--- src/design/qrs_pkg.sv ---
// Shared constants and types for the quadratic root solver.
package qrs_pkg;

  // Default coefficient width
  localparam int unsigned COEF_WIDTH_DEF = 16;

  // Root class codes
  typedef logic [1:0] root_class_t;
  localparam root_class_t CLASS_NONE    = 2'd0;  // a is zero
  localparam root_class_t CLASS_COMPLEX = 2'd1;  // negative discriminant
  localparam root_class_t CLASS_DOUBLE  = 2'd2;  // zero discriminant
  localparam root_class_t CLASS_TWO     = 2'd3;  // positive discriminant

endpackage

--- src/design/qrs_disc.sv ---
// Two-stage discriminant unit: products, then b*b - 4ac and classification.
module qrs_disc #(
  parameter int unsigned W = qrs_pkg::COEF_WIDTH_DEF
) (
  input  logic                 clk_i,
  input  logic                 rst_ni,
  input  logic                 in_valid_i,
  output logic                 in_ready_o,
  input  logic signed [W-1:0]  a_i,
  input  logic signed [W-1:0]  b_i,
  input  logic signed [W-1:0]  c_i,
  output logic                 out_valid_o,
  input  logic                 out_ready_i,
  output qrs_pkg::root_class_t cls_o,
  output logic [2*W:0]         disc_o,
  output logic signed [W-1:0]  a_o,
  output logic signed [W-1:0]  b_o
);

  localparam int unsigned PW = 2 * W;
  localparam int unsigned XW = 2 * W + 3;

  logic v0_q, v1_q;
  logic ld0, ld1;

  logic signed [W-1:0]  a0_q, b0_q;
  logic signed [PW-1:0] bb_d, ac_d, bb_q, ac_q;
  logic signed [XW-1:0] disc_x;
  qrs_pkg::root_class_t cls_d, cls_q;
  logic [2*W:0]         disc_d, disc_q;
  logic signed [W-1:0]  a1_q, b1_q;

  // Stage advance
  assign ld1        = !v1_q || out_ready_i;
  assign ld0        = !v0_q || ld1;
  assign in_ready_o = ld0;

  always_ff @(posedge clk_i or negedge rst_ni) begin
    if (!rst_ni) begin
      v0_q <= 1'b0;
      v1_q <= 1'b0;
    end else begin
      if (ld0) v0_q <= in_valid_i;
      if (ld1) v1_q <= v0_q;
    end
  end

  // Stage 0: products
  assign bb_d = b_i * b_i;
  assign ac_d = a_i * c_i;

  always_ff @(posedge clk_i) begin
    if (ld0 && in_valid_i) begin
      a0_q <= a_i;
      b0_q <= b_i;
      bb_q <= bb_d;
      ac_q <= ac_d;
    end
  end

  // Stage 1: discriminant and class
  always_comb begin
    disc_x = $signed({{3{bb_q[PW-1]}}, bb_q}) - $signed({ac_q[PW-1], ac_q, 2'b00});
    if (a0_q == '0) begin
      cls_d = qrs_pkg::CLASS_NONE;
    end else if (disc_x[XW-1]) begin
      cls_d = qrs_pkg::CLASS_COMPLEX;
    end else if (disc_x == '0) begin
      cls_d = qrs_pkg::CLASS_DOUBLE;
    end else begin
      cls_d = qrs_pkg::CLASS_TWO;
    end
    disc_d = (cls_d == qrs_pkg::CLASS_TWO) ? disc_x[2*W:0] : '0;
  end

  always_ff @(posedge clk_i) begin
    if (ld1 && v0_q) begin
      cls_q  <= cls_d;
      disc_q <= disc_d;
      a1_q   <= a0_q;
      b1_q   <= b0_q;
    end
  end

  assign out_valid_o = v1_q;
  assign cls_o       = cls_q;
  assign disc_o      = disc_q;
  assign a_o         = a1_q;
  assign b_o         = b1_q;

endmodule

--- config.mk ---
export PLATFORM = sky130hd
export DESIGN_NAME = qrs_disc
export DESIGN_NICKNAME = d
export VERILOG_FILES = /design/src/design/qrs_pkg.sv /design/src/design/qrs_disc.sv
export SDC_FILE = /design/constraint.sdc
export NUM_CORES = 2
export LEC_CHECK = 0
export BUFFER_PORTS_ARGS = -buffer_cell sky130_fd_sc_hd__buf_2
export CELL_PAD_IN_SITES_DETAIL_PLACEMENT = 2
export CELL_PAD_IN_SITES_GLOBAL_PLACEMENT = 2
export CORE_MARGIN = 4
export CORE_UTILIZATION = 38
export DETAILED_ROUTE_END_ITERATION = 10
export HOLD_SLACK_MARGIN = 0.1
export PLACE_DENSITY = 0.8
export REMOVE_ABC_BUFFERS = 1
export SLEW_MARGIN = 20
export SYNTH_ARGS = -nofsm -noshare
export SYNTH_HDL_FRONTEND = slang
export SYNTH_SLANG_ARGS = --single-unit
--- constraint.sdc ---
create_clock -name clk_i -period 3.3 [get_ports clk_i]
set_input_delay 0.165 -clock clk_i [delete_from_list [all_inputs] [get_ports clk_i]]
set_output_delay 0.165 -clock clk_i [all_outputs]
set_load 0.01 [all_outputs]
==> reports/results.txt <==
The total cell area at the placement stage is 0.0305 mm^2, and the number of flops mapped to enable cells by yosys is 160. The tools report the total global routing track utilization as 0.424. From synthesis to final layout, the design area changed by 39.8%.

The headroom to the max-slew limit is 0.213, and the post-detailed-routing wire length is 171000 um. The launching element type of the critical path was an input port. Largest buffer count on any clock path: 2.

Post-route fraction of the period consumed by the critical path: 1.90. In this run the mean area of a mapped cell was 10.1 um^2. Hold timing on the final database bottoms out at a slack of 144 ps. In the routed layout, each cell is associated on average with a via count of 6.32. Final period demand of the worst path: 6280 ps.

The count of cells along the worst register-to-register path came out at 15. Before antenna repair, the detailed router went through 7 iterations. The post-synthesis instance area is 0.0255 mm^2, and the count of unique library cells instantiated by Yosys is 72. In this run the remaining antenna-violating nets after routing total 0. The worst-case setup margin in the final layout is -2980 ps, and the final number of hold-violating endpoints is 0.

The HPWL after detailed placement was 88000 um; the largest fanout on the critical path was 8. The global routing usage on met1 was 0.470; the die area was 0.0713 mm^2. Of all cell types, the one taking the most synthesized area is fa_1. TritonCTS built the clock tree. The adder and majority gate portion of the synthesized area is 0.489, and the wire length of the first global-routing pass is 215000 um.

The final weighted congestion of routability-driven global placement is 0.861. Number of pins exceeding their max-slew limit in the final report: 0. The tools report the initial cell density of the core as 0.386. The combined buffer and inverter count along the critical path was 7. The largest net degree at the start of global routing was 67; the cell count after synthesis was 2520. The count of buffers added on input and output ports is 119.

At the pin with the least slew margin, the transition time is 1180 ps. The clock slew seen by the registers of the worst setup and hold paths came out at 100 ps. At the worst endpoint, the arrival time is 6580 ps.

After the first detailed-routing iteration, the DRC count stood at 3187. In this run the core area contains 94 standard-cell rows. The H-tree was split into 4 levels.

Dividing the detail-routed wire length by the instance count gives 42.0 um. The compound-gate portion of the synthesized area was 0.0606; the die outline height was 267 um. Die width: 267 um. Sorting the synthesized cells by area gives the leading types as fa_1 39%, edfxtp_1 19%, ha_1 9.9%, inv_1 9.5%, and2_1 4.3%. The checks that failed: setup timing. The number of antenna violations at the first check in global routing was 3; the number of vias in the routed layout was 25744.

The mux contribution to synthesized area came out at 0.000785. The root buffer cell chosen for the clock tree is clkbuf_16. The commonest cells after synthesis are 647 x inv_1, 497 x fa_1, 225 x nand2_1. The largest individual stage delay along the critical path comes from the cell fa_1.

Among all flip-flop cells after synthesis, the most frequent one is edfxtp_1. By instance count, the leading cell after synthesis is inv_1. Across the routed clock network, the largest skew measured is 35.8 ps.

Counting flops and latches in the post-synthesis netlist gives 162. For this design the top-level I/O count stands at 121. Counting instances, the worst hold path has a depth of 2.

The busiest layer in global routing is met2. The logs give 28891 for the via count of the first global-routing pass and 560 ps for the worst-skew pair later-pin latency. On the worst path, the slowest cell contributes a delay of 580 ps. At the worst endpoint, the required time is 3600 ps. CTS saw 162 sinks. The run gives 0.190 as the portion of the post-synthesis area used by sequential elements. Grouping stages by cell kind, the critical path spends the most delay in adder cells. The run gives 17 as the number of clock buffers inserted by TritonCTS. The met2 track utilization from global routing was 0.716; the post-route cell area was 0.0357 mm^2.

Yosys printed 0 warnings. The count of nets after finishing was 3946. Cell with the most instances on the worst path: fa_1. Counting buffers and inverters, the worst setup path is 25 cells deep. The tools report the sum of overflow across all layers after global routing as 0. The setup path with the least slack is of type input port to flip-flop. The dominant combinational cell family by area after synthesis is adder cells. Timing would allow up to 159 MHz.

The xor and xnor area share after synthesis came out at 0.0343. The run gives 0 as the reported max-cap violation count. The simple-gate area share of the yosys netlist was 0.120. The run finished, with violations left. Setup repair after global routing could not meet its margin everywhere. The async set-or-reset flop fraction in the synthesized netlist was 0.0123.

The path class of the tightest hold or removal check is input port to flip-flop. Setup violations remaining at the end of the flow were counted as 86. For this run, design rule violations remaining after detail routing come to 0. The met3 track demand over resource in global routing was 0.0931. The top-area cell type share of the netlist area was 0.390; the standard cell core area was 0.0661 mm^2. The share of layout cells above drive strength 1 is 0.377.

The critical path endpoint category was a flip-flop.
[registers in the layout (all words and copies together), names as in the netlist]
name and flops:
a0_q 16, a_o 16, ac_q 32, b0_q 16, b_o 16, bb_q 30
cls_o 2, disc_o 32, out_valid_o 1, v0_q 1
[logic make-up (layout without fill, tap and decap cells)]
kind of cell               count (synthesis)  after routing
xor gates and xnor gates                 100            100
muxes                                      2              2
buffers and inverters                    710           1399
AOI/OAI and AO/OA                        233            233
DFF                                      162            162
and+or+nand+nor                          614            614
adders and majority gates                698            698
other                                      1              2
[routing by layer]
layer | vias up | part of all wire
li1 | 9071 | -
met1 | 13134 | 0.34
met2 | 2375 | 0.46
met3 | 1162 | 0.090
met4 | 2 | 0.12
met5 | - | 0.000076
[final timing paths]
path                                      endpoint         startpoint  slack (ps)
max                             ac_q[30]$_DFFE_PP_             c_i[4]       -2980
min                             b0_q[13]$_DFFE_PP_            b_i[13]         140
max reg2reg                     cls_o[0]$_DFFE_PP_  bb_q[2]$_DFFE_PP_       -1440
min reg2reg                       b_o[3]$_DFFE_PP_  b0_q[3]$_DFFE_PP_         430
max in group asynchronous  out_valid_o$_DFFE_PN0P_             rst_ni        2640
min in group asynchronous         v0_q$_DFFE_PN0N_             rst_ni         500
[worst register-to-register path, delay by kind of cell (launching register included)]
family,cells,cell delay (ps)
AOI/OAI and AO/OA,6,1830
xor gates and xnor gates,1,250
adders and majority gates,2,420
buffers and inverters,3,540
DFF,1,460
and+or+nand+nor,3,960
[through the flow]
| stage | util | TNS (ps) | instances | worst slack [ps] |
|---|---|---|---|---|
| floorplan | - | -87890 | 2457 | -2780 |
| global placement | 0.462 | -131030 | 3916 | -3120 |
| detailed placement | 0.462 | -158500 | 3916 | -3570 |
| CTS | 0.513 | -108510 | 4047 | -2670 |
| global route | 0.539 | -139380 | 4073 | -3030 |
| finish | 0.539 | -140390 | 4074 | -2980 |
[area by class of cell]
class                           count  area, um^2
Clock buffer                       17         425
Clock inverter                     15         161
Fill cell                        6603       30400
Tap cell                          864        1080
Inverter                          647        2450
Antenna cell                        1        2.50
Timing Repair Buffer              720        6150
Sequential cell                   162        4850
Multi-Input combinational cell   1648       20500
[repair_timing]
item | 4_1_cts | 5_1_grt
gates cloned | 0 | 2
pin swaps | 192 | 174
endpoints found under the setup margin | 86 | 88
setup buffers | 78 | 59
hold buffers | 32 | 1
hold endpoints to repair | 31 | 1
resized for setup | 498 | 364
[layout by cell type (no fill, tap or decap), types with 18 or more instances in the layout]
master,n
inv_1,566
buf_4,458
fa_1,425
nand2_1,198
edfxtp_1,160
ha_1,147
and2_1,144
buf_6,108
inv_2,74
buf_2,73
fa_2,72
xnor2_1,49
nor2_1,47
ha_4,46
and2_4,34
dlygate4sd3_1,33
a21oi_1,29
nor2_4,28
a21o_1,25
buf_8,25
xnor2_2,23
a21oi_2,20
nand2_2,19
clkbuf_16,19
xor2_1,18
Power is left out: the tool's default activity adds up to more than one toggle a clock period on the data nets, which glitch-free logic cannot reach.
