[src/design/qrs_pkg.sv]
// Shared constants and types for the quadratic root solver.
package qrs_pkg;

  // Default coefficient width
  localparam int unsigned COEF_WIDTH_DEF = 16;

  // Root class codes
  typedef logic [1:0] root_class_t;
  localparam root_class_t CLASS_NONE    = 2'd0;  // a is zero
  localparam root_class_t CLASS_COMPLEX = 2'd1;  // negative discriminant
  localparam root_class_t CLASS_DOUBLE  = 2'd2;  // zero discriminant
  localparam root_class_t CLASS_TWO     = 2'd3;  // positive discriminant

endpackage

[src/design/qrs_sqrt.sv]
// Pipelined integer square root, one root bit per stage, with exactness flag.
module qrs_sqrt #(
  parameter int unsigned W   = qrs_pkg::COEF_WIDTH_DEF,
  parameter int unsigned SBW = 2 * qrs_pkg::COEF_WIDTH_DEF + 2
) (
  input  logic           clk_i,
  input  logic           rst_ni,
  input  logic           in_valid_i,
  output logic           in_ready_o,
  input  logic [2*W:0]   disc_i,
  input  logic [SBW-1:0] sb_i,
  output logic           out_valid_o,
  input  logic           out_ready_i,
  output logic [W:0]     root_o,
  output logic           exact_o,
  output logic [SBW-1:0] sb_o
);

  localparam int unsigned N  = W + 1;
  localparam int unsigned DW = 2 * W + 1;
  localparam int unsigned TW = 2 * W + 3;

  logic [N-1:0]   v_q;
  logic [N:0]     ld;
  logic [DW-1:0]  rem_q  [N];
  logic [W:0]     root_q [N];
  logic [SBW-1:0] sb_q   [N];

  assign ld[N]      = out_ready_i;
  assign in_ready_o = ld[0];

  for (genvar j = 0; j < N; j++) begin : g_stage
    localparam int unsigned K = N - 1 - j;
    logic           vin;
    logic [DW-1:0]  rem_in, rem_d;
    logic [W:0]     root_in, root_d;
    logic [SBW-1:0] sb_in;
    logic [TW-1:0]  trial;
    logic           take;

    if (j == 0) begin : g_first
      assign vin     = in_valid_i;
      assign rem_in  = disc_i;
      assign root_in = '0;
      assign sb_in   = sb_i;
    end else begin : g_next
      assign vin     = v_q[j-1];
      assign rem_in  = rem_q[j-1];
      assign root_in = root_q[j-1];
      assign sb_in   = sb_q[j-1];
    end

    assign ld[j] = !v_q[j] || ld[j+1];

    // Trial (r + 2^K)^2 - r^2 = r*2^(K+1) + 2^(2K)
    always_comb begin
      trial  = (TW'(root_in) << (K + 1)) | (TW'(1) << (2 * K));
      take   = trial <= TW'(rem_in);
      rem_d  = take ? DW'(TW'(rem_in) - trial) : rem_in;
      root_d = root_in;
      if (take) root_d[K] = 1'b1;
    end

    always_ff @(posedge clk_i or negedge rst_ni) begin
      if (!rst_ni) begin
        v_q[j] <= 1'b0;
      end else if (ld[j]) begin
        v_q[j] <= vin;
      end
    end

    always_ff @(posedge clk_i) begin
      if (ld[j] && vin) begin
        rem_q[j]  <= rem_d;
        root_q[j] <= root_d;
        sb_q[j]   <= sb_in;
      end
    end
  end

  assign out_valid_o = v_q[N-1];
  assign root_o      = root_q[N-1];
  assign exact_o     = (rem_q[N-1] == '0);
  assign sb_o        = sb_q[N-1];

endmodule

[config.mk]
export PLATFORM = sky130hd
export DESIGN_NAME = qrs_sqrt
export DESIGN_NICKNAME = d
export VERILOG_FILES = /design/src/design/qrs_pkg.sv /design/src/design/qrs_sqrt.sv
export SDC_FILE = /design/constraint.sdc
export NUM_CORES = 1
export LEC_CHECK = 0
export BUFFER_PORTS_ARGS = -buffer_cell sky130_fd_sc_hd__buf_4
export CORE_MARGIN = 8
export CORE_UTILIZATION = 45
export DETAILED_ROUTE_END_ITERATION = 6
export GPL_ROUTABILITY_DRIVEN = 0
export PLACE_DENSITY = 0.58
export SLEW_MARGIN = 10
export SYNTH_ARGS = -nofsm -noshare
export SYNTH_HDL_FRONTEND = slang
export SYNTH_SLANG_ARGS = --single-unit
[constraint.sdc]
create_clock -name clk_i -period 17.36 [get_ports clk_i]
set_clock_uncertainty 0.1 [all_clocks]
set_input_delay 0 -clock clk_i [delete_from_list [all_inputs] [get_ports clk_i]]
set_output_delay 0 -clock clk_i [all_outputs]
set_load 0.02 [all_outputs]
==> out/results.ini <==
[setup_path]
crit_slowest_cell = or4_1
crit_type = register to register
start_kind = register
crit_path_max_incr_delay_ns = 0.47
arrival_ns = 4.04
cp_data_required_time_ns = 17.72
crit_path_end_kind = register
rr_startpoint = rem_q[1][236]$_DFFE_PP_
path_max_fanout = 32
path_cells = ha_1 > nand4_1 > a21oi_1 > o31ai_2 > a311o_1 > o41ai_4 > buf_4 > o221ai_2 > or4_1 > xnor2_1
critical_path.startpoint = rem_q[1][236]$_DFFE_PP_

[outcome]
status = finished clean

[finish]
seq_area_um2 = 39220
nFillCells = 9347
multi_input_area_um2 = 11660
n_antenna_cell = 0
fin_cells = 5262
final_nets = 3884
drive_gt1_share_pct = 10.43
stdcell_area_um2 = 60240
syn_to_final_growth_pct = 16.41

[floorplanning]
die_w_um = 355.1
fp.dieH_um = 355.1
initial_core_util_pct = 45.32
core_um2 = 114200
rows = 124
boundaryPins = 125
dieArea_um2 = 126100

[yosys]
syn_area_per_cell_um2 = 15.91
synthFlopType = edfxtp_1
synth_edf_count = 1292
seq_area_frac_synth_pct = 75.79
syn_inst = 3253
synth_area_um2 = 51750
syn_nets = 3492
ys_types = 79
ys_seq_elements = 1309
synth_warnings = 0
synthArstFlopShare_pct = 1.299

[detailed_routing]
vias = 26448
via_per_inst = 5.026
first_iter_violations = 1398
routed_wl_um = 89660
wire_per_inst_um = 17.04
drt_first_pass_iters = 5
drtAntennaViolNets = 0
drc = 0

[cts]
cts-htree-levels = 4
cts-resized-gates = 0
cts-buffers-inserted = 139
cts_tree = yes
cts_root_buffer = clkbuf_16
clk_pin_slew_ns = 0.06
clock-sinks = 1309
cts.path.max_buffers = 3
clock_latency_ns = 0.71

[hold_path]
worstHoldStart = out_ready_i
hold_class = primary input to register

[place]
dp_cells = 4877
hpwl_um = 62700
place_area_um2 = 54710
portBuffers = 124

[timing]
max_slew.worst_pin.slew_ns = 1.150
fin_crit_ns = 3.680
fin_setup_tns_ns = 0
min_period_over_period_pct = 21.20
hold_viol_final = 0
relSlewSlack_pct = 23.35
drv_slew = 0
holdWs_ns = 0.07673
max_freq_mhz = 271.8
setup_violations = 0
rsz0062_at_grt = no

[power_and_ir_drop]
switchingPower_mw = 2.320
p_comb_share_pct = 17.4
power_frac_clock_pct = 31.0
cell_internal_pwr_mw = 6.323
p_per_area_nw_per_um2 = 143.5
cellLeakagePower_nw = 22.00
switching_share_pct = 26.85
ir_worst_vdd_v = 0.00009589
p_seq_share_pct = 51.7

[run]
maxCapViolations = 0

[global_route]
grt_antenna_before_repair = 1
grt_pass1_vias = 26595
grt_overflow_total = 0
grt_use_total_pct = 14.11
grt_pass1_wl_um = 142800
grt_max_degree = 84

==> metrics by stage <==
| step | utilization, % | total power [mW] | setup slack, ns |
|---|---|---|---|
| final | 52.76 | 8.643 | 13.68 |
| after global routing | 52.76 | 9.088 | 13.34 |
| after CTS | 52.76 | 8.758 | 13.68 |
| after detailed placement | 47.91 | 6.018 | 13.69 |
| after global placement | 47.91 | 6.000 | 13.75 |
| after floorplan | - | 5.533 | 10.00 |
==> power by group through the flow <==
| stage | Clock [mW] | Combinational (mW) | Sequential (mW) |
|---|---|---|---|
| after floorplan | 0 | 1.08 | 4.45 |
| after global placement | 0 | 1.47 | 4.53 |
| after detailed placement | 0 | 1.48 | 4.54 |
| after CTS | 2.77 | 1.51 | 4.48 |
| after global routing | 2.89 | 1.67 | 4.52 |
| final | 2.68 | 1.50 | 4.47 |
==> cells by family (layout without fill, tap and decap cells) <==
| family | count (synthesis) | after routing | share of synthesized area, % |
|---|---|---|---|
| muxes | 28 | 28 | 0.6141 |
| DFF | 1309 | 1309 | 75.79 |
| adders and majority gates | 168 | 168 | 4.062 |
| AOI/OAI and AO/OA | 468 | 468 | 5.725 |
| other | 1 | 1 | 0.007246 |
| and+or+nand+nor | 794 | 794 | 7.985 |
| buffers and inverters | 252 | 749 | 1.876 |
| xor gates and xnor gates | 233 | 233 | 3.943 |
==> worst max-delay path, delay by kind of cell (launching register included) <==
family	cells	cell delay (ns)
buffers and inverters	1	0.40
AND/OR/NAND/NOR	2	0.65
XOR/XNOR	1	0.14
adder cells (fa/ha/maj)	1	0.38
AO/OA/AOI/OAI	5	1.35
flip-flops	1	0.39
==> state kept, by name (all words and copies together), names as in the netlist <==
name / count
g_stage.vin: 16
out_valid_o: 1
rem_q: 561
root_q: 153
sb_q: 578
==> repair_timing <==
action | 4_1_cts | 5_1_grt
hold buffers | 139 | 0
buffers inserted | 0 | 0
hold endpoints to repair | 125 | 0
==> cells in the mapped netlist (8+ instances only) <==
| library cell | instances | share of area (%) |
|---|---|---|
| xor2_1 | 119 | 2.0 |
| edfxtp_1 | 1292 | 75 |
| or3_1 | 30 | 0.36 |
| nand4_1 | 31 | 0.37 |
| a31oi_1 | 10 | 0.12 |
| o211ai_1 | 11 | 0.16 |
| nor2b_1 | 24 | 0.29 |
| nand3b_1 | 10 | 0.15 |
| ha_1 | 168 | 4.1 |
| dfrtp_1 | 17 | 0.82 |
| o21bai_1 | 9 | 0.13 |
| a211oi_1 | 17 | 0.25 |
| a21o_1 | 35 | 0.51 |
| nand3_1 | 40 | 0.39 |
| nor4b_1 | 13 | 0.22 |
| mux2_2 | 18 | 0.39 |
| and2_1 | 20 | 0.24 |
| a21oi_1 | 122 | 1.2 |
| nand2b_1 | 51 | 0.62 |
| nor4_1 | 77 | 0.93 |
| buf_2 | 8 | 0.077 |
| inv_1 | 213 | 1.5 |
| o31ai_1 | 25 | 0.36 |
| nor2_1 | 169 | 1.2 |
| xnor2_1 | 114 | 1.9 |
| o21a_1 | 41 | 0.59 |
| or4_1 | 22 | 0.32 |
| or2_2 | 13 | 0.16 |
| clkbuf_1 | 28 | 0.20 |
| nor3_1 | 79 | 0.76 |
| o21ai_0 | 140 | 1.4 |
| nand2_1 | 171 | 1.2 |
| and3_1 | 14 | 0.17 |
| a21boi_0 | 8 | 0.12 |
==> routing by layer <==
layer  part of all wire (%)  GRT usage, %  vias up
met5                      0             0        -
met3                    4.1         2.829      181
met4                    3.0         5.078        0
li1                       -             -    13120
met2                     52         25.16      473
met1                     41         16.93    12674
==> path summary, 6_finish.rpt <==
kind,end,slack [ns],cells after the start
max in group asynchronous,g_stage[3].vin$_DFFE_PN0P_,16.29,3
hold reg to reg,sb_q[0][168]$_DFFE_PP_,0.30,0
setup reg to reg,rem_q[2][26]$_DFFE_PP_,13.68,10
setup / recovery,rem_q[2][26]$_DFFE_PP_,13.68,10
min in group asynchronous,g_stage[10].vin$_DFFE_PN0P_,0.36,3
hold / removal,out_valid_o$_DFFE_PN0P_,0.08,4
==> layout make-up <==
cell class                      instances  share of cell area, %
Multi-Input combinational cell       1692                  19.36
Clock inverter                         57                 0.7103
Clock buffer                          189                  6.170
Sequential cell                      1309                  65.11
Inverter                              214                  1.333
Timing Repair Buffer                  289                  4.179
Tap cell                             1512                  3.140
==> layout by cell type (no fill, tap or decap), types with 7 or more instances in the layout <==
cell type / instances
a21o_1: 35
a21oi_1: 122
clkbuf_1: 46
o21ai_0: 140
o21a_1: 41
or3_1: 30
nor2b_1: 21
inv_1: 213
clkbuf_16: 140
o31ai_1: 25
nand4b_1: 7
xnor2_1: 114
clkinv_2: 9
a31oi_1: 10
dfrtp_1: 17
nand3_1: 40
edfxtp_1: 1292
buf_4: 150
nand4_1: 31
mux2_2: 18
nor4b_1: 13
nand2_1: 171
o21bai_1: 8
nor3_1: 76
or4_1: 22
or2_2: 13
ha_1: 168
and2_4: 8
nand3b_1: 10
a211oi_1: 17
xor2_1: 119
and3_1: 14
clkinv_1: 33
nand2b_1: 51
nor2_1: 169
nor4_1: 77
mux2i_1: 7
dlygate4sd3_1: 139
and2_1: 8
o211ai_1: 11
Note: power is estimated with default switching activity, not from simulation.
