## src/design/qrs_pkg.sv

```systemverilog
// Shared constants and types for the quadratic root solver.
package qrs_pkg;

  // Default coefficient width
  localparam int unsigned COEF_WIDTH_DEF = 16;

  // Root class codes
  typedef logic [1:0] root_class_t;
  localparam root_class_t CLASS_NONE    = 2'd0;  // a is zero
  localparam root_class_t CLASS_COMPLEX = 2'd1;  // negative discriminant
  localparam root_class_t CLASS_DOUBLE  = 2'd2;  // zero discriminant
  localparam root_class_t CLASS_TWO     = 2'd3;  // positive discriminant

endpackage

```

## src/design/qrs_div.sv

```systemverilog
// Pipelined truncating divide of both root numerators by 2a, one quotient bit per stage.
module qrs_div #(
  parameter int unsigned W = qrs_pkg::COEF_WIDTH_DEF
) (
  input  logic                 clk_i,
  input  logic                 rst_ni,
  input  logic                 in_valid_i,
  output logic                 in_ready_o,
  input  logic [W:0]           root_i,
  input  logic                 exact_i,
  input  qrs_pkg::root_class_t cls_i,
  input  logic signed [W-1:0]  a_i,
  input  logic signed [W-1:0]  b_i,
  output logic                 out_valid_o,
  input  logic                 out_ready_i,
  output qrs_pkg::root_class_t cls_o,
  output logic signed [W:0]    plus_o,
  output logic signed [W:0]    minus_o
);

  localparam int unsigned NW  = W + 3;
  localparam int unsigned QW  = W + 2;
  localparam int unsigned DVW = W + 1;
  localparam int unsigned N   = QW + 1;

  // Fold divisor sign and inexact sqrt into {negate, magnitude}
  function automatic logic [QW:0] fold(input logic signed [NW-1:0] n0,
                                       input logic aneg, input logic exact);
    logic signed [NW-1:0] v;
    logic signed [NW-1:0] m;
    v = aneg ? (exact ? -n0 : NW'(-n0 - NW'(1))) : n0;
    if (v[NW-1]) begin
      m = exact ? -v : NW'(-v - NW'(1));
      return {1'b1, m[QW-1:0]};
    end
    return {1'b0, v[QW-1:0]};
  endfunction

  logic [N-1:0]         v_q;
  logic [N:0]           ld;
  logic [QW-1:0]        mag_q [N][2];
  logic                 neg_q [N][2];
  logic [QW-1:0]        quo_q [N][2];
  logic [DVW-1:0]       rem_q [N][2];
  logic [DVW-1:0]       dv_q  [N];
  qrs_pkg::root_class_t cls_q [N];

  assign ld[N]      = out_ready_i;
  assign in_ready_o = ld[0];

  // Stage 0: numerators and divisor magnitude
  logic signed [NW-1:0] bx, sx, np, nm;
  logic signed [DVW-1:0] a2;
  logic [QW:0] fp, fm;
  logic [DVW-1:0] dv_d;

  always_comb begin
    bx   = NW'(b_i);
    sx   = $signed({2'b00, root_i});
    np   = sx - bx;
    nm   = exact_i ? NW'(-bx - sx) : NW'(-bx - sx - NW'(1));
    fp   = fold(np, a_i[W-1], exact_i);
    fm   = fold(nm, a_i[W-1], exact_i);
    a2   = {a_i, 1'b0};
    dv_d = a_i[W-1] ? DVW'(-a2) : DVW'(a2);
  end

  assign ld[0] = !v_q[0] || ld[1];

  always_ff @(posedge clk_i or negedge rst_ni) begin
    if (!rst_ni) begin
      v_q[0] <= 1'b0;
    end else if (ld[0]) begin
      v_q[0] <= in_valid_i;
    end
  end

  always_ff @(posedge clk_i) begin
    if (ld[0] && in_valid_i) begin
      mag_q[0][0] <= fp[QW-1:0];
      neg_q[0][0] <= fp[QW];
      mag_q[0][1] <= fm[QW-1:0];
      neg_q[0][1] <= fm[QW];
      quo_q[0][0] <= '0;
      quo_q[0][1] <= '0;
      rem_q[0][0] <= '0;
      rem_q[0][1] <= '0;
      dv_q[0]     <= dv_d;
      cls_q[0]    <= cls_i;
    end
  end

  // Divide stages
  for (genvar j = 1; j < N; j++) begin : g_stage
    localparam int unsigned K = QW - j;

    assign ld[j] = !v_q[j] || ld[j+1];

    always_ff @(posedge clk_i or negedge rst_ni) begin
      if (!rst_ni) begin
        v_q[j] <= 1'b0;
      end else if (ld[j]) begin
        v_q[j] <= v_q[j-1];
      end
    end

    always_ff @(posedge clk_i) begin
      if (ld[j] && v_q[j-1]) begin
        dv_q[j]  <= dv_q[j-1];
        cls_q[j] <= cls_q[j-1];
      end
    end

    for (genvar l = 0; l < 2; l++) begin : g_lane
      logic [DVW:0]   cand;
      logic           ge;
      logic [DVW-1:0] rem_d;
      logic [QW-1:0]  quo_d;

      always_comb begin
        cand  = {rem_q[j-1][l], mag_q[j-1][l][K]};
        ge    = cand >= {1'b0, dv_q[j-1]};
        rem_d = ge ? DVW'(cand - {1'b0, dv_q[j-1]}) : cand[DVW-1:0];
        quo_d = quo_q[j-1][l];
        if (ge) quo_d[K] = 1'b1;
      end

      always_ff @(posedge clk_i) begin
        if (ld[j] && v_q[j-1]) begin
          mag_q[j][l] <= mag_q[j-1][l];
          neg_q[j][l] <= neg_q[j-1][l];
          quo_q[j][l] <= quo_d;
          rem_q[j][l] <= rem_d;
        end
      end
    end
  end

  // Apply sign, zero for classes without real roots
  logic [QW-1:0] qp, qm;
  logic          real_roots;

  always_comb begin
    qp = neg_q[N-1][0] ? QW'(-quo_q[N-1][0]) : quo_q[N-1][0];
    qm = neg_q[N-1][1] ? QW'(-quo_q[N-1][1]) : quo_q[N-1][1];
    real_roots = (cls_q[N-1] == qrs_pkg::CLASS_TWO) ||
                 (cls_q[N-1] == qrs_pkg::CLASS_DOUBLE);
  end

  assign out_valid_o = v_q[N-1];
  assign cls_o       = cls_q[N-1];
  assign plus_o      = real_roots ? $signed(qp[W:0]) : '0;
  assign minus_o     = real_roots ? $signed(qm[W:0]) : '0;

endmodule

```

## config.mk

```make
export PLATFORM = sky130hd
export DESIGN_NAME = qrs_div
export DESIGN_NICKNAME = d
export VERILOG_FILES = /design/src/design/qrs_pkg.sv /design/src/design/qrs_div.sv
export SDC_FILE = /design/constraint.sdc
export NUM_CORES = 2
export LEC_CHECK = 0
export BUFFER_PORTS_ARGS = -buffer_cell sky130_fd_sc_hd__buf_2
export CORE_MARGIN = 2
export CORE_UTILIZATION = 60
export DETAILED_ROUTE_END_ITERATION = 16
export HOLD_SLACK_MARGIN = 0.15
export PLACE_DENSITY = 0.79
export RECOVER_POWER = 25
export SYNTH_ARGS = -nofsm -noshare
export SYNTH_HDL_FRONTEND = slang
export SYNTH_SLANG_ARGS = --single-unit
```

## constraint.sdc

```tcl
create_clock -name clk_i -period 17.55 [get_ports clk_i]
set_clock_uncertainty 0.05 [all_clocks]
set_input_delay 0 -clock clk_i [delete_from_list [all_inputs] [get_ports clk_i]]
set_output_delay 0 -clock clk_i [all_outputs]
set_load 0.05 [all_outputs]
```

==> impl_metrics.tcl <==
set metrics [dict create \
    outcome "finished, final reports clean" \
    combPwrFrac_pct 36.0 \
    switching_share_pct 33.5 \
    synth_cell_types 110 \
    syn-cell-area_um2 85400 \
    fin_nets 7999 \
    cts-root-buf "clkbuf_16" \
    clockPowerShare_pct 23.4 \
    wire_per_inst_um 19.6 \
    power.total_mw 14.6 \
    required_ps 18020 \
    cp-end-kind "register" \
    antenna_found_initial 4 \
    grt_pass1_vias 53800 \
    drtIter0Drc 4334 \
    ff2ff_path_depth 17 \
    clk_path_buf_depth 3 \
    grt_pass1_wl_um 288000 \
    die-area_um2 145000 \
    rsz0062_at_grt "false" \
    core_um2 141000 \
    drv_cap 0 \
    place_hpwl_um 137000 \
    dr_total_vias 54100 \
    insertion_delay_ps 790 \
    seq_area_frac_synth_pct 56.5 \
    syn_avg_cell_area_um2 12.1 \
    fp.dieH_um 381 \
    critical_path_class "in -> reg" \
    multi_input_area_um2 34500 \
    hold_violations 0 \
    vias_per_cell 5.81 \
    area_growth_pct 10.2 \
    synthCells 7043 \
    worstHoldPathCells 5 \
    maxSlewViolCount 0 \
    power_frac_seq_pct 40.7 \
    final_cell_mix "edfxtp_1 (1590), nor2_1 (705), ha_1 (639)" \
    fp-row-count 138 \
    cts_tree "built" \
    ios 94 \
    p_leak_nw 37.7 \
    min_from "b_i[15]" \
    wl_um 182000 \
    p_int_mw 9.73 \
    worstSetupStartpointType "input pin" \
    firstDrtPassIters 6 \
    die_x_um 381 \
    cts_buffers 163 \
    path_max_fanout 11 \
    hp-class "in -> reg" \
    crit_arrival_ps 6960 \
    drive_above_1_share_pct 10.7 \
    drc 0 \
    r2r-start "dv_q[4][2]" \
    grt_max_degree 68 \
    p_per_area_nw_per_um2 155 \
    period_share_pct 37.0 \
    holdPathEnd "mag_q[0][35]" \
    finalSetupViolCount 0 \
    peakVddDrop_mv 0.120 \
    yosysWarnings 0 \
    overflow 0 \
    gp_congestion 0.909 \
    grt_use_total_pct 24.9 \
    power.switching_mw 4.90 \
    fmax_ghz 0.154 \
    max_slew.worst_pin.slew_ps 1270 \
    synth-seq-cells 1609 \
    synth_edf_count 1590 \
    cts.sinks 1609 \
    layout.cells.most_common "edfxtp_1" \
    utilization_pct 66.5 \
    cts.clk_slew.worst_paths_ps 60 \
    io_buffer_count 93 \
    start_util_pct 60.4 \
    cts.htree.levels 4 \
    setup-tns-final_ps 0 \
    fill_cells 10000 \
    slew_headroom_pct 14.4 \
    drt.antenna.violating_nets 0 \
    regArea_um2 48200 \
    r2r_end "rem_q[5][3]" \
    ctsResizeCount 0 \
    async_flop_share_pct 1.18 \
    synthFlopType "edfxtp_1" \
    min_period_ps 6490 \
    reg2reg_slack_ps 12160 \
]
flip-flops by register name, summed over array words and instances (netlist names):
signal / flops
rem_q: 578
neg_q: 38
mag_q: 342
v_q: 18
quo_q: 306
out_valid_o: 1
dv_q: 288
cls_q: 38
logic make-up after synthesis:
family | Yosys count | synth area share [%]
XOR/XNOR | 390 | 4.05
AND/OR/NAND/NOR | 1805 | 10.3
buffers and inverters | 728 | 3.22
AO/OA/AOI/OAI | 1492 | 11.6
multiplexers | 377 | 4.92
flip-flops | 1609 | 56.5
other | 1 | 0.00439
adder cells (fa/ha/maj) | 641 | 9.41
worst max path at each step:
stage	start	to	slack (ps)	cells past startpoint
final	b_i[1]	mag_q[0][15]	11060	22
after global routing	b_i[1]	mag_q[0][15]	10520	22
after CTS	b_i[1]	mag_q[0][15]	11110	22
after detailed placement	b_i[1]	mag_q[0][15]	10820	21
after global placement	b_i[1]	mag_q[0][15]	10860	20
after floorplan	out_valid_o	cls_q[3][0]	11300	10
per-layer routing:
metal  global-route usage [%]  part of all wire, %
met2                     42.5                   49
met1                     33.5                   45
met4                     7.74                  2.8
met5                        0                    0
met3                     2.81                  4.0
worst max-delay path: stages:
cell	delay (ps)
dlygate4sd3_1	510
buf_2	120
inv_1	70
ha_1	320
ha_1	240
fa_1	450
a211oi_2	470
nor4b_1	140
or3_1	510
nor4_4	530
nand3_2	170
a2111o_1	650
xnor2_4	240
nor4_2	610
a32oi_1	220
nor3b_2	570
or3b_1	420
a2bb2oi_1	150
a21oi_2	200
xor2_1	150
nand2_1	80
xnor2_1	130
timing repair:
item | in CTS | in global routing
hold buffers | 63 | 0
buffers inserted | 0 | 0
setup endpoints to repair | 0 | 0
hold endpoints to repair | 165 | 0
area by class of cell:
class / count / area share, %
diodes: 2 / 0.00532
multi-input cells: 4721 / 36.7
clock inverters: 102 / 1.11
well taps: 1890 / 2.51
flip-flops and latches: 1609 / 51.2
repair buffers: 191 / 1.45
inverters: 616 / 2.46
clock buffers: 188 / 4.51
cell usage after synthesis (all sizes together) (8+ instances only):
master	n	area, µm²
a21o	269	2020
o311ai	8	70.1
dfrtp	19	475
a31oi	15	93.8
a2111oi	16	160
a21oi	294	1480
a211o	17	149
nand4	102	638
and2	56	352
nand3	66	335
ha	639	8000
and3	39	249
o31ai	16	120
o211ai	26	214
and4	32	280
clkbuf	93	349
nor2b	59	369
inv	615	2310
o2111ai	13	114
edfxtp	1590	47700
o41ai	15	131
nand2	345	1290
mux2	343	3860
nor3	105	557
xnor2	302	2660
nand2b	90	571
or3	25	156
nor2	706	2650
o21bai	21	158
mux2i	34	340
or4	18	139
or2	28	175
a221oi	17	161
nand4b	22	193
a21boi	203	1530
buf	19	87.6
nor3b	18	140
o21a	96	721
xor2	86	753
nor4b	12	105
nor4	65	449
a211oi	23	183
o21ai	354	1780
power by group through the flow:
stage / logic, mW / registers, mW / clock network, mW
2_1_floorplan: 4.00 / 5.82 / 0
3_3_place_gp: 4.96 / 5.98 / 0
3_5_place_dp: 5.12 / 6.02 / 0
4_1_cts: 5.20 / 5.95 / 3.49
5_1_grt: 5.82 / 6.02 / 3.63
6_report: 5.26 / 5.95 / 3.42
metrics by stage:
stage / cells / hold WS, ps / worst slack (ps) / cell area, µm²
after CTS: 9317 / 155 / 11110 / 94100
after detailed placement: 8964 / -32.1 / 10820 / 88200
final: 9319 / 218 / 11060 / 94100
after global routing: 9317 / 275 / 10520 / 94100
after floorplan: 7058 / -346 / 11300 / 85400
after global placement: 8964 / -49.4 / 10860 / 88200
No activity file was read; power rests on OpenSTA's default activity.
